**src/rtl/core/orcc_pkg.sv**
```systemverilog
`timescale 1ns / 1ps

package orcc_pkg;

    // Fixed field widths of the command and result words.
    localparam int SEQ_BITS         = 64;
    localparam int GEN_BITS         = 64;
    localparam int DEVICE_PORT_BITS = 32;
    localparam int CFG_DATA_BITS    = 32;
    localparam int CFG_ADDR_BITS    = 1;

    // Default width of a device identifier inside the controller.
    localparam int DEVICE_ID_BITS_DEFAULT = 32;

    // Command codes.
    localparam logic [1:0] CMD_NOTIFY   = 2'd0;
    localparam logic [1:0] CMD_OUTCOME  = 2'd1;
    localparam logic [1:0] CMD_SHUTDOWN = 2'd2;
    localparam logic [1:0] CMD_INIT     = 2'd3;

    // Activation outcome codes.
    localparam logic [1:0] OUTC_ACTIVE    = 2'd0;
    localparam logic [1:0] OUTC_FAILED    = 2'd1;
    localparam logic [1:0] OUTC_LOST      = 2'd2;
    localparam logic [1:0] OUTC_NO_OUTPUT = 2'd3;

    // Status codes reported in each result word.
    localparam logic [3:0] ST_IGNORED    = 4'd0;
    localparam logic [3:0] ST_STALE      = 4'd1;
    localparam logic [3:0] ST_COALESCED  = 4'd2;
    localparam logic [3:0] ST_PENDING    = 4'd3;
    localparam logic [3:0] ST_COMMITTED  = 4'd4;
    localparam logic [3:0] ST_NO_CAND    = 4'd5;
    localparam logic [3:0] ST_CAND_STALE = 4'd6;
    localparam logic [3:0] ST_FAILED     = 4'd7;
    localparam logic [3:0] ST_LOST       = 4'd8;
    localparam logic [3:0] ST_NO_OUTPUT  = 4'd9;
    localparam logic [3:0] ST_DONE       = 4'd10;

    // Configuration register indexes.
    localparam logic [CFG_ADDR_BITS-1:0] CFG_INIT_VALID = 1'b0;
    localparam logic [CFG_ADDR_BITS-1:0] CFG_INIT_ID    = 1'b1;

    typedef struct packed {
        logic [1:0]                  command;
        logic [SEQ_BITS-1:0]         notify_seq;
        logic [DEVICE_PORT_BITS-1:0] event_device;
        logic                        event_is_removal;
        logic [1:0]                  outcome_code;
        logic [SEQ_BITS-1:0]         outcome_sequence;
        logic [DEVICE_PORT_BITS-1:0] outcome_device;
        logic                        old_resumed;
    } in_word_t;

    typedef struct packed {
        logic [3:0]                  status_code;
        logic [GEN_BITS-1:0]         generation;
        logic                        cand_valid;
        logic [SEQ_BITS-1:0]         cand_sequence;
        logic [DEVICE_PORT_BITS-1:0] cand_device;
        logic                        cand_removal;
        logic                        active_valid;
        logic [DEVICE_PORT_BITS-1:0] active_device;
        logic                        output_on;
        logic                        in_transition;
        logic [SEQ_BITS-1:0]         last_sequence;
        logic                        accepting;
    } out_word_t;

endpackage

```
**src/rtl/core/output_route_change_controller.sv**
```systemverilog
// Output route change controller.
// A result word is registered into the output buffer when its command word is accepted.
// Throughput: one command word per cycle while the skid entry is empty; a two-entry
// output buffer keeps the input side open while one finished result waits to be taken.
// Reset (aresetn low, synchronous): configuration and controller state, but for the
// payload registers, return to their startup values and the output buffer empties.
`timescale 1ns / 1ps

module output_route_change_controller
    import orcc_pkg::*;
#(
    parameter int DEVICE_ID_BITS = DEVICE_ID_BITS_DEFAULT
) (
    input  logic                     aclk,
    input  logic                     aresetn,
    input  logic                     s_valid,
    output logic                     s_ready,
    input  in_word_t                 s_data,
    output logic                     m_valid,
    input  logic                     m_ready,
    output out_word_t                m_data,
    input  logic                     cfg_wr_en,
    input  logic [CFG_ADDR_BITS-1:0] cfg_addr,
    input  logic [CFG_DATA_BITS-1:0] cfg_wr_data
);

    // Device identifiers are kept at the narrower of the internal and port widths.
    localparam int DEV_W = (DEVICE_ID_BITS < DEVICE_PORT_BITS) ?
                           DEVICE_ID_BITS : DEVICE_PORT_BITS;

    // Configuration registers.
    logic             init_valid_reg;
    logic [DEV_W-1:0] init_dev_reg;

    // Controller state.
    logic                accept_reg, accept_next;
    logic                seen_reg, seen_next;
    logic [SEQ_BITS-1:0] last_seq_reg, last_seq_next;
    logic                active_reg, active_next;
    logic [DEV_W-1:0]    active_dev_reg, active_dev_next;
    logic                output_reg, output_next;
    logic                pend_reg, pend_next;
    logic [SEQ_BITS-1:0] pend_seq_reg, pend_seq_next;
    logic [DEV_W-1:0]    pend_dev_reg, pend_dev_next;
    logic                pend_removal_reg, pend_removal_next;
    logic                trans_reg, trans_next;
    logic [GEN_BITS-1:0] gen_reg, gen_next;

    // Output buffer: head word and skid word.
    logic      out_valid_reg;
    out_word_t out_word_reg;
    logic      skid_valid_reg;
    out_word_t skid_word_reg;

    logic             push;
    logic             pop;
    logic [DEV_W-1:0] ev_dev;
    logic [DEV_W-1:0] oc_dev;
    out_word_t        result;

    assign s_ready = !skid_valid_reg;
    assign m_valid = out_valid_reg;
    assign m_data  = out_word_reg;
    assign push    = s_valid && s_ready;
    assign pop     = out_valid_reg && m_ready;
    assign ev_dev  = s_data.event_device[DEV_W-1:0];
    assign oc_dev  = s_data.outcome_device[DEV_W-1:0];

    // Next state and result word for the command at the input.
    always_comb begin
        logic [3:0] status;
        logic       trans_out;
        logic       merge;
        logic       keep_old;

        accept_next       = accept_reg;
        seen_next         = seen_reg;
        last_seq_next     = last_seq_reg;
        active_next       = active_reg;
        active_dev_next   = active_dev_reg;
        output_next       = output_reg;
        pend_next         = pend_reg;
        pend_seq_next     = pend_seq_reg;
        pend_dev_next     = pend_dev_reg;
        pend_removal_next = pend_removal_reg;
        trans_next        = trans_reg;
        gen_next          = gen_reg;
        status            = ST_DONE;
        trans_out         = 1'b0;
        merge             = pend_reg && (pend_dev_reg == ev_dev) &&
                            !pend_removal_reg && !s_data.event_is_removal;
        keep_old          = s_data.old_resumed && active_reg;

        unique case (s_data.command)
            CMD_NOTIFY: begin
                if (!accept_reg) begin
                    status = ST_IGNORED;
                end else if (seen_reg && (s_data.notify_seq <= last_seq_reg)) begin
                    status = ST_STALE;
                end else begin
                    last_seq_next = s_data.notify_seq;
                    seen_next     = 1'b1;
                    if (active_reg && (ev_dev == active_dev_reg) &&
                        !s_data.event_is_removal) begin
                        // The event names the device already playing.
                        pend_next  = 1'b0;
                        trans_next = 1'b0;
                        status     = ST_COALESCED;
                    end else begin
                        pend_next         = 1'b1;
                        pend_seq_next     = s_data.notify_seq;
                        pend_dev_next     = ev_dev;
                        pend_removal_next = s_data.event_is_removal;
                        trans_next        = 1'b1;
                        status            = merge ? ST_COALESCED : ST_PENDING;
                    end
                end
                trans_out = trans_next;
            end
            CMD_OUTCOME: begin
                if (!accept_reg) begin
                    status = ST_IGNORED;
                end else if (!pend_reg) begin
                    status = ST_NO_CAND;
                end else begin
                    trans_out = 1'b1;
                    if ((pend_seq_reg != s_data.outcome_sequence) ||
                        (pend_dev_reg != oc_dev)) begin
                        status = ST_CAND_STALE;
                    end else begin
                        case (s_data.outcome_code)
                            OUTC_ACTIVE: begin
                                if (gen_reg == {GEN_BITS{1'b1}}) begin
                                    // Generation is exhausted: roll back, keep the flag.
                                    pend_next   = 1'b0;
                                    output_next = keep_old;
                                    active_next = keep_old;
                                    status      = ST_FAILED;
                                end else begin
                                    pend_next       = 1'b0;
                                    active_next     = 1'b1;
                                    active_dev_next = pend_dev_reg;
                                    output_next     = 1'b1;
                                    trans_next      = 1'b0;
                                    gen_next        = gen_reg + 1'b1;
                                    status          = ST_COMMITTED;
                                end
                            end
                            OUTC_FAILED: begin
                                pend_next   = 1'b0;
                                output_next = keep_old;
                                active_next = keep_old;
                                trans_next  = 1'b0;
                                status      = ST_FAILED;
                            end
                            OUTC_LOST: begin
                                pend_next   = 1'b0;
                                output_next = keep_old;
                                active_next = keep_old;
                                trans_next  = 1'b0;
                                status      = ST_LOST;
                            end
                            default: begin
                                pend_next   = 1'b0;
                                output_next = 1'b0;
                                active_next = 1'b0;
                                trans_next  = 1'b0;
                                status      = ST_NO_OUTPUT;
                            end
                        endcase
                    end
                end
            end
            CMD_SHUTDOWN: begin
                accept_next = 1'b0;
                pend_next   = 1'b0;
                trans_next  = 1'b0;
            end
            CMD_INIT: begin
                accept_next     = 1'b1;
                seen_next       = 1'b0;
                last_seq_next   = '0;
                active_next     = init_valid_reg;
                active_dev_next = init_dev_reg;
                output_next     = init_valid_reg;
                pend_next       = 1'b0;
                trans_next      = 1'b0;
                gen_next        = '0;
            end
        endcase

        // Snapshot of the state after the command; invalid entries read as zero.
        result               = '0;
        result.status_code   = status;
        result.generation    = gen_next;
        result.cand_valid    = pend_next;
        result.output_on     = output_next;
        result.in_transition = trans_out;
        result.last_sequence = last_seq_next;
        result.accepting     = accept_next;
        result.active_valid  = active_next;
        if (pend_next) begin
            result.cand_sequence             = pend_seq_next;
            result.cand_device[DEV_W-1:0]    = pend_dev_next;
            result.cand_removal              = pend_removal_next;
        end
        if (active_next) begin
            result.active_device[DEV_W-1:0] = active_dev_next;
        end
    end

    // Configuration writes.
    always_ff @(posedge aclk) begin
        if (!aresetn) begin
            init_valid_reg <= 1'b0;
            init_dev_reg   <= '0;
        end else if (cfg_wr_en) begin
            unique case (cfg_addr)
                CFG_INIT_VALID: init_valid_reg <= cfg_wr_data[0];
                CFG_INIT_ID:    init_dev_reg   <= cfg_wr_data[DEV_W-1:0];
            endcase
        end
    end

    // Controller state update on each accepted command word.
    always_ff @(posedge aclk) begin
        if (!aresetn) begin
            accept_reg     <= 1'b1;
            seen_reg       <= 1'b0;
            last_seq_reg   <= '0;
            active_reg     <= 1'b0;
            output_reg     <= 1'b0;
            pend_reg       <= 1'b0;
            trans_reg      <= 1'b0;
            gen_reg        <= '0;
        end else if (push) begin
            accept_reg     <= accept_next;
            seen_reg       <= seen_next;
            last_seq_reg   <= last_seq_next;
            active_reg     <= active_next;
            output_reg     <= output_next;
            pend_reg       <= pend_next;
            trans_reg      <= trans_next;
            gen_reg        <= gen_next;
        end
    end

    // Payload parts of the state; they are only read while their flags are set.
    always_ff @(posedge aclk) begin
        if (push) begin
            active_dev_reg   <= active_dev_next;
            pend_seq_reg     <= pend_seq_next;
            pend_dev_reg     <= pend_dev_next;
            pend_removal_reg <= pend_removal_next;
        end
    end

    // Two-entry output buffer control.
    always_ff @(posedge aclk) begin
        if (!aresetn) begin
            out_valid_reg  <= 1'b0;
            skid_valid_reg <= 1'b0;
        end else if (!out_valid_reg || pop) begin
            if (skid_valid_reg) begin
                out_valid_reg  <= 1'b1;
                skid_valid_reg <= push;
            end else begin
                out_valid_reg  <= push;
            end
        end else if (push) begin
            skid_valid_reg <= 1'b1;
        end
    end

    // Output buffer data.
    always_ff @(posedge aclk) begin
        if (!out_valid_reg || pop) begin
            if (skid_valid_reg) begin
                out_word_reg <= skid_word_reg;
                if (push) begin
                    skid_word_reg <= result;
                end
            end else if (push) begin
                out_word_reg <= result;
            end
        end else if (push) begin
            skid_word_reg <= result;
        end
    end

`ifndef NO_ASSERTIONS
    // A word accepted while the head waits must land in the skid entry.
    assert property (@(posedge aclk) disable iff (!aresetn)
        (push && out_valid_reg && !m_ready) |=> skid_valid_reg)
        else $error("accepted word was not held in the skid entry");

    // The generation only steps by one, or returns to zero on init.
    assert property (@(posedge aclk) disable iff (!aresetn)
        (gen_reg != $past(gen_reg)) |->
            ((gen_reg == $past(gen_reg) + 1'b1) || (gen_reg == '0)))
        else $error("route generation moved by other than one step");

    // Without an accepted command the controller state holds.
    assert property (@(posedge aclk) disable iff (!aresetn)
        !$past(push) |-> ($stable(gen_reg) && $stable(last_seq_reg) &&
                          $stable(pend_reg) && $stable(accept_reg)))
        else $error("controller state changed without a command");

    // A result without a candidate reports zero candidate fields.
    assert property (@(posedge aclk) disable iff (!aresetn)
        (m_valid && !m_data.cand_valid) |->
            ((m_data.cand_sequence == '0) && (m_data.cand_device == '0) &&
             !m_data.cand_removal))
        else $error("candidate fields not cleared while no candidate");
`endif

endmodule

```
**config.mk**
```make
export PLATFORM = sky130hd
export DESIGN_NAME = output_route_change_controller
export DESIGN_NICKNAME = d
export VERILOG_FILES = /design/src/rtl/core/orcc_pkg.sv /design/src/rtl/core/output_route_change_controller.sv
export SDC_FILE = /design/constraint.sdc
export NUM_CORES = 2
export LEC_CHECK = 0
export BUFFER_PORTS_ARGS = -buffer_cell sky130_fd_sc_hd__buf_2
export CORE_AREA = 5 5 304 306
export CTS_CLUSTER_SIZE = 16
export DETAILED_ROUTE_END_ITERATION = 6
export DIE_AREA = 0 0 309 311
export SETUP_SLACK_MARGIN = 0.4
export SYNTH_ARGS = -nofsm -noshare
export SYNTH_HDL_FRONTEND = slang
export SYNTH_SLANG_ARGS = --single-unit
```
**constraint.sdc**
```tcl
create_clock -name aclk -period 27.9 [get_ports aclk]
set_clock_uncertainty 0.2 [all_clocks]
set_input_delay 8.37 -clock aclk [delete_from_list [all_inputs] [get_ports aclk]]
set_output_delay 8.37 -clock aclk [all_outputs]
set_load 0.02 [all_outputs]
```
* After elaboration in Yosys (flattened, before gate mapping)
Index checks and enable logic that the tools add are counted.
Word-level totals: register bits after elaboration 830, input port bits 236, output and inout bits 268, logic and storage cells 167
Operators by class: $add $sub $neg 1, order comparisons 1, eq/ne operators 17, muxes and demuxes 80, bitwise operators 1, reduce and logical (&&, ||, !) cells 27
Operator list (count):
- two-way mux 266 bit | 5
- two-way mux 64 bit | 11
- two-way mux 32 bit | 10
- one-hot mux 64 bit (2 select lines) | 2
- two-way mux 97 bit | 1
- adder 64 x 1 -> 64 bit, second input constant | 1
- equality test 32 bit | 2
- equality test 64 bit, second input constant | 1
- less-or-equal comparator 64 bit | 1
- inequality test 64 bit | 1
- one-hot mux 32 bit (2 select lines) | 1
- two-way mux 1 bit | 34
- inequality test 32 bit | 1
- two-way mux 4 bit | 3
- inequality test 2 bit, second input constant | 6
- one-hot mux 1 bit (2 select lines) | 6
- one-hot mux 4 bit (3 select lines) | 1
- logical AND 1 bit | 9
- one-hot mux 4 bit (2 select lines) | 1
- equality test 2 bit, second input constant | 3
- two-way mux 2 bit | 3
- one-hot mux 1 bit (3 select lines) | 2
- AND reduction 2 bit | 3
- nonzero test 2 bit | 3
- 9 further kinds | 16

* Logic depth before layout (Yosys ltp)
depth in word-level cells 12, gate-level depth with buffers 14, mapped depth without buffers 10

* Worst setup path before layout
No wires, ideal clock.
kind input-to-reg, start in s_valid, end reg skid_word_reg[0] (netlist bit), enable pin, setup time 898 ps, arrival time 20101 ps, required time 26802 ps, path slack 6701 ps, cell stages on the path 5, path buffers 3, path through nand2_1 > clkbuf_1 > clkbuf_1 > clkbuf_1 > nor2_1
RTL lines:
- from (decl) | line output_route_change_controller.sv:16 | input logic s_valid,
- to (signal assigned) | line output_route_change_controller.sv:281 | skid_word_reg <= result;
- to (signal assigned) | line output_route_change_controller.sv:287 | skid_word_reg <= result;
- to (decl) | line output_route_change_controller.sv:53 | out_word_t skid_word_reg;

* Final worst setup path
start in s_data[146] (netlist bit), end reg out_word_reg (netlist bit m_data[142]) (data pin)
Between the ends: cells in the longest elaborated chain, start to end 8, elaborated cells between the ends (all ways) 11, classes of those cells order compare: 1; mux: 9; reduce/logical: 1
RTL lines:
- from (decl) | line output_route_change_controller.sv:18 | input in_word_t s_data,
- less-or-equal comparator 64 bit * | line output_route_change_controller.sv:98 | end else if (seen_reg && (s_data.notify_seq <= last_seq_reg)) begin
- logical AND 1 bit * | line output_route_change_controller.sv:98
- two-way mux 1 bit or two-way mux 64 bit (tied branches) | line output_route_change_controller.sv:98
- two-way mux 1 bit or two-way mux 64 bit (tied branches) | line output_route_change_controller.sv:96 | if (!accept_reg) begin
- one-hot mux 1 bit (3 select lines) or two-way mux 64 bit (tied branches) | line output_route_change_controller.sv:94 | unique case (s_data.command)
- two-way mux 97 bit * | line output_route_change_controller.sv:202 | if (pend_next) begin
- two-way mux 266 bit * | line output_route_change_controller.sv:283 | end else if (push) begin
- two-way mux 266 bit * | line output_route_change_controller.sv:278 | if (skid_valid_reg) begin
- to (signal assigned) | line output_route_change_controller.sv:279 | out_word_reg <= skid_word_reg;
- to (signal assigned) | line output_route_change_controller.sv:284 | out_word_reg <= result;
- to (decl) | line output_route_change_controller.sv:51 | out_word_t out_word_reg;
Every way passes the cells marked *; elsewhere a longest branch is shown, timed or not. The select of a mux whose other input is x is not followed. A chain may end at the register's enable or synchronous reset.

==> metrics <==
status=finished clean; layout cell share with drive strength beyond 1=0.220; Layout area overhead=15.8%; Data required, critical path=28.05 ns; post-CTS sizing=0; Mapped Cells=3407; FILL cells=7976; Fin. Hold Viols=0; IO Pins=504; row count=110; Synth Cell Area=0.0398 mm^2; Reg clk slew, reported paths=0.06 ns; dpl hpwl=88.1 mm; Global Route Usage Sum=0.254; critical path arrival=12.80 ns; multi-input logic area=0.0148 mm^2; Die Area=0.0961 mm^2; Cell Area, Placed=0.0432 mm^2; TNS Setup=0 ns; drt total wl=128 mm; WL per Instance=25.2 um; CTS Buf Count=90; die width=309 um; number of global-route vias before repair=27300; IO buf count=503; Post-CTS Setup Bufs=0; Longest Clk Path Bufs=3; CTS tree=done; HP Class=reg2reg; final total power=3.03 mW; CTS sink cnt=830; Final setup viols=0; fmax=0.0791 GHz; Mapped Nets=3716; H-tree lvl count=3; TritonRoute pass-1 iters=6; Slew Limit Fails=0; Die Span Y=311 um; Setup crit start kind=input port; Avg Cell Area, Syn=11.7 um^2; Worst Setup End Kind=flop; CP Max Fanout=82; Post-synth EDFFs=661; design area=0.0461 mm^2; largest area contributor in the netlist=edfxtp_1; sequential fraction of the synthesis area=0.583; cts hold-fix bufs=0; worst slew pin tran=1.21 ns; #FFs+latches synth=830; LEAKAGE=17.6 nW; Synth cell types=82; Yosys top cell area share=0.499; yosys warns=0; grt ovf=0; slowest stage cell, crit path=buf_4; vias per std cell=5.76; Initial Utilization=0.446; global-route wire length before repair=186 mm; Max Cap Viol=0; largest net degree at the start of global routing=202; Reg area=0.0232 mm^2; VDD IR max=0.0382 mV; CP peak stage delay=0.84 ns; Cell Chain, Critical Path=buf_2, ha_1, nand4_1, nor4_1, a21boi_0, o41ai_1, and4_1, o21ai_0, o311a_4, buf_4, o31ai_1; Post-synth ARST share=0; final critical-path share of the clock period=0.453; Final min period=12.65 ns; ANT nets after route=0; RePlAce Congestion=0.876; Rel. slew slack=0.190; Post-synth top flop=edfxtp_1; RSZ-0062 raised after global routing=false; Skew-Pair Late Insertion Delay=0.66 ns; pwr dens=65.8 mW/mm^2; 1st-iter DRT viols=2874; dominant cells by area after synthesis=edfxtp_1 (50%), dfxtp_1 (8.5%), mux2i_1 (3.5%); Setup CP Type=in2reg; antenna violations before repair=21; routed vias=29200; Root Driver=clkbuf_16; core region area=0.0893 mm^2; DRC violations left=0; Nets=4120
==> cell type report <==
class                           instances  area share
Clock buffer                          126      0.0536
Multi-Input combinational cell       2125       0.322
Tap cell                             1176      0.0319
Timing Repair Buffer                  543      0.0617
Clock inverter                         41     0.00844
Antenna cell                           10    0.000543
Sequential cell                       830       0.504
Inverter                              221      0.0183
==> per-stage QoR <==
step / std cells / worst slack [ns] / utilization / hold slack, ns
2_1_floorplan: 3407 / 6.70 / - / 0.237
3_3_place_gp: 4895 / 14.46 / 0.484 / 0.247
3_5_place_dp: 4895 / 14.42 / 0.484 / 0.250
4_1_cts: 5062 / 15.12 / 0.516 / 0.258
5_1_grt: 5065 / 15.11 / 0.516 / 0.287
6_report: 5072 / 15.25 / 0.516 / 0.257
==> where the power goes <==
group	internal (mW)	switching (mW)
clock network	0.676	0.504
registers	1.43	0.0530
logic	0.121	0.256
==> critical path: cells and delay by family <==
kind                     cells  cell delay (ns)
buffers and inverters        2             0.98
adder cells (fa/ha/maj)      1             0.33
AO/OA/AOI/OAI                5             2.01
AND/OR/NAND/NOR              3             1.02
==> synth_stat cells, types with 23 or more instances <==
library cell	count
a21oi_1	103
a22o_1	128
a22oi_1	32
a31oi_1	66
buf_2	28
clkbuf_1	167
dfxtp_1	169
edfxtp_1	661
ha_1	73
inv_1	219
mux2_2	111
mux2i_1	138
nand2_1	328
nand2b_1	41
nand3_1	119
nand4_1	107
nor2_1	158
nor3_1	60
nor4_1	41
o211ai_1	23
o21a_1	40
o21ai_1	32
o31ai_1	118
or4_1	41
xnor2_1	81
xor2_1	74
==> cells by family (layout without fill, tap and decap cells) <==
logic type / after synthesis / count (layout) / synth area share
simple gates: 987 / 987 / 0.124
flops: 830 / 830 / 0.583
compound gates: 661 / 661 / 0.123
buf+inv: 452 / 931 / 0.0467
mux: 249 / 249 / 0.0661
xor+xnor: 155 / 155 / 0.0341
fa+ha+maj: 73 / 73 / 0.0229
other cells: 0 / 10 / 0
==> final timing paths <==
kind / startpoint / end / slack (ns) / cells past startpoint
setup reg to reg: last_seq_reg[59]$_SDFFE_PN0P_ / m_data[142]$_DFFE_PP_ / 22.72 / 11
hold / removal: init_dev_reg[31]$_SDFFE_PN0P_ / init_dev_reg[31]$_SDFFE_PN0P_ / 0.26 / 2
hold reg to reg: init_dev_reg[31]$_SDFFE_PN0P_ / init_dev_reg[31]$_SDFFE_PN0P_ / 0.26 / 2
setup / recovery: s_data[146] / m_data[142]$_DFFE_PP_ / 15.25 / 11
==> layer usage <==
layer,global-route usage,share of wire,wire length (um)
met4,0.0629,0.024,3070
met3,0.0479,0.073,9320
met5,0,0.0010,132
met2,0.401,0.46,58900
met1,0.365,0.44,56400
==> cells in the final DEF (no fill, tap or decap), types with 40 or more instances in the layout <==
master and count:
inv_1 217, a21oi_1 103, o31ai_1 118, xnor2_1 81
nand2_1 326, buf_2 502, a31oi_1 65, nand4_1 107
nor4_1 40, edfxtp_1 661, xor2_1 74, nand3_1 119
clkbuf_16 92, nor2_1 156, nand2b_1 41, or4_1 40
ha_1 73, a22o_1 128, dfxtp_1 168, mux2i_1 138
mux2_2 111, nor3_1 60
No activity file was read; power rests on OpenSTA's default activity.
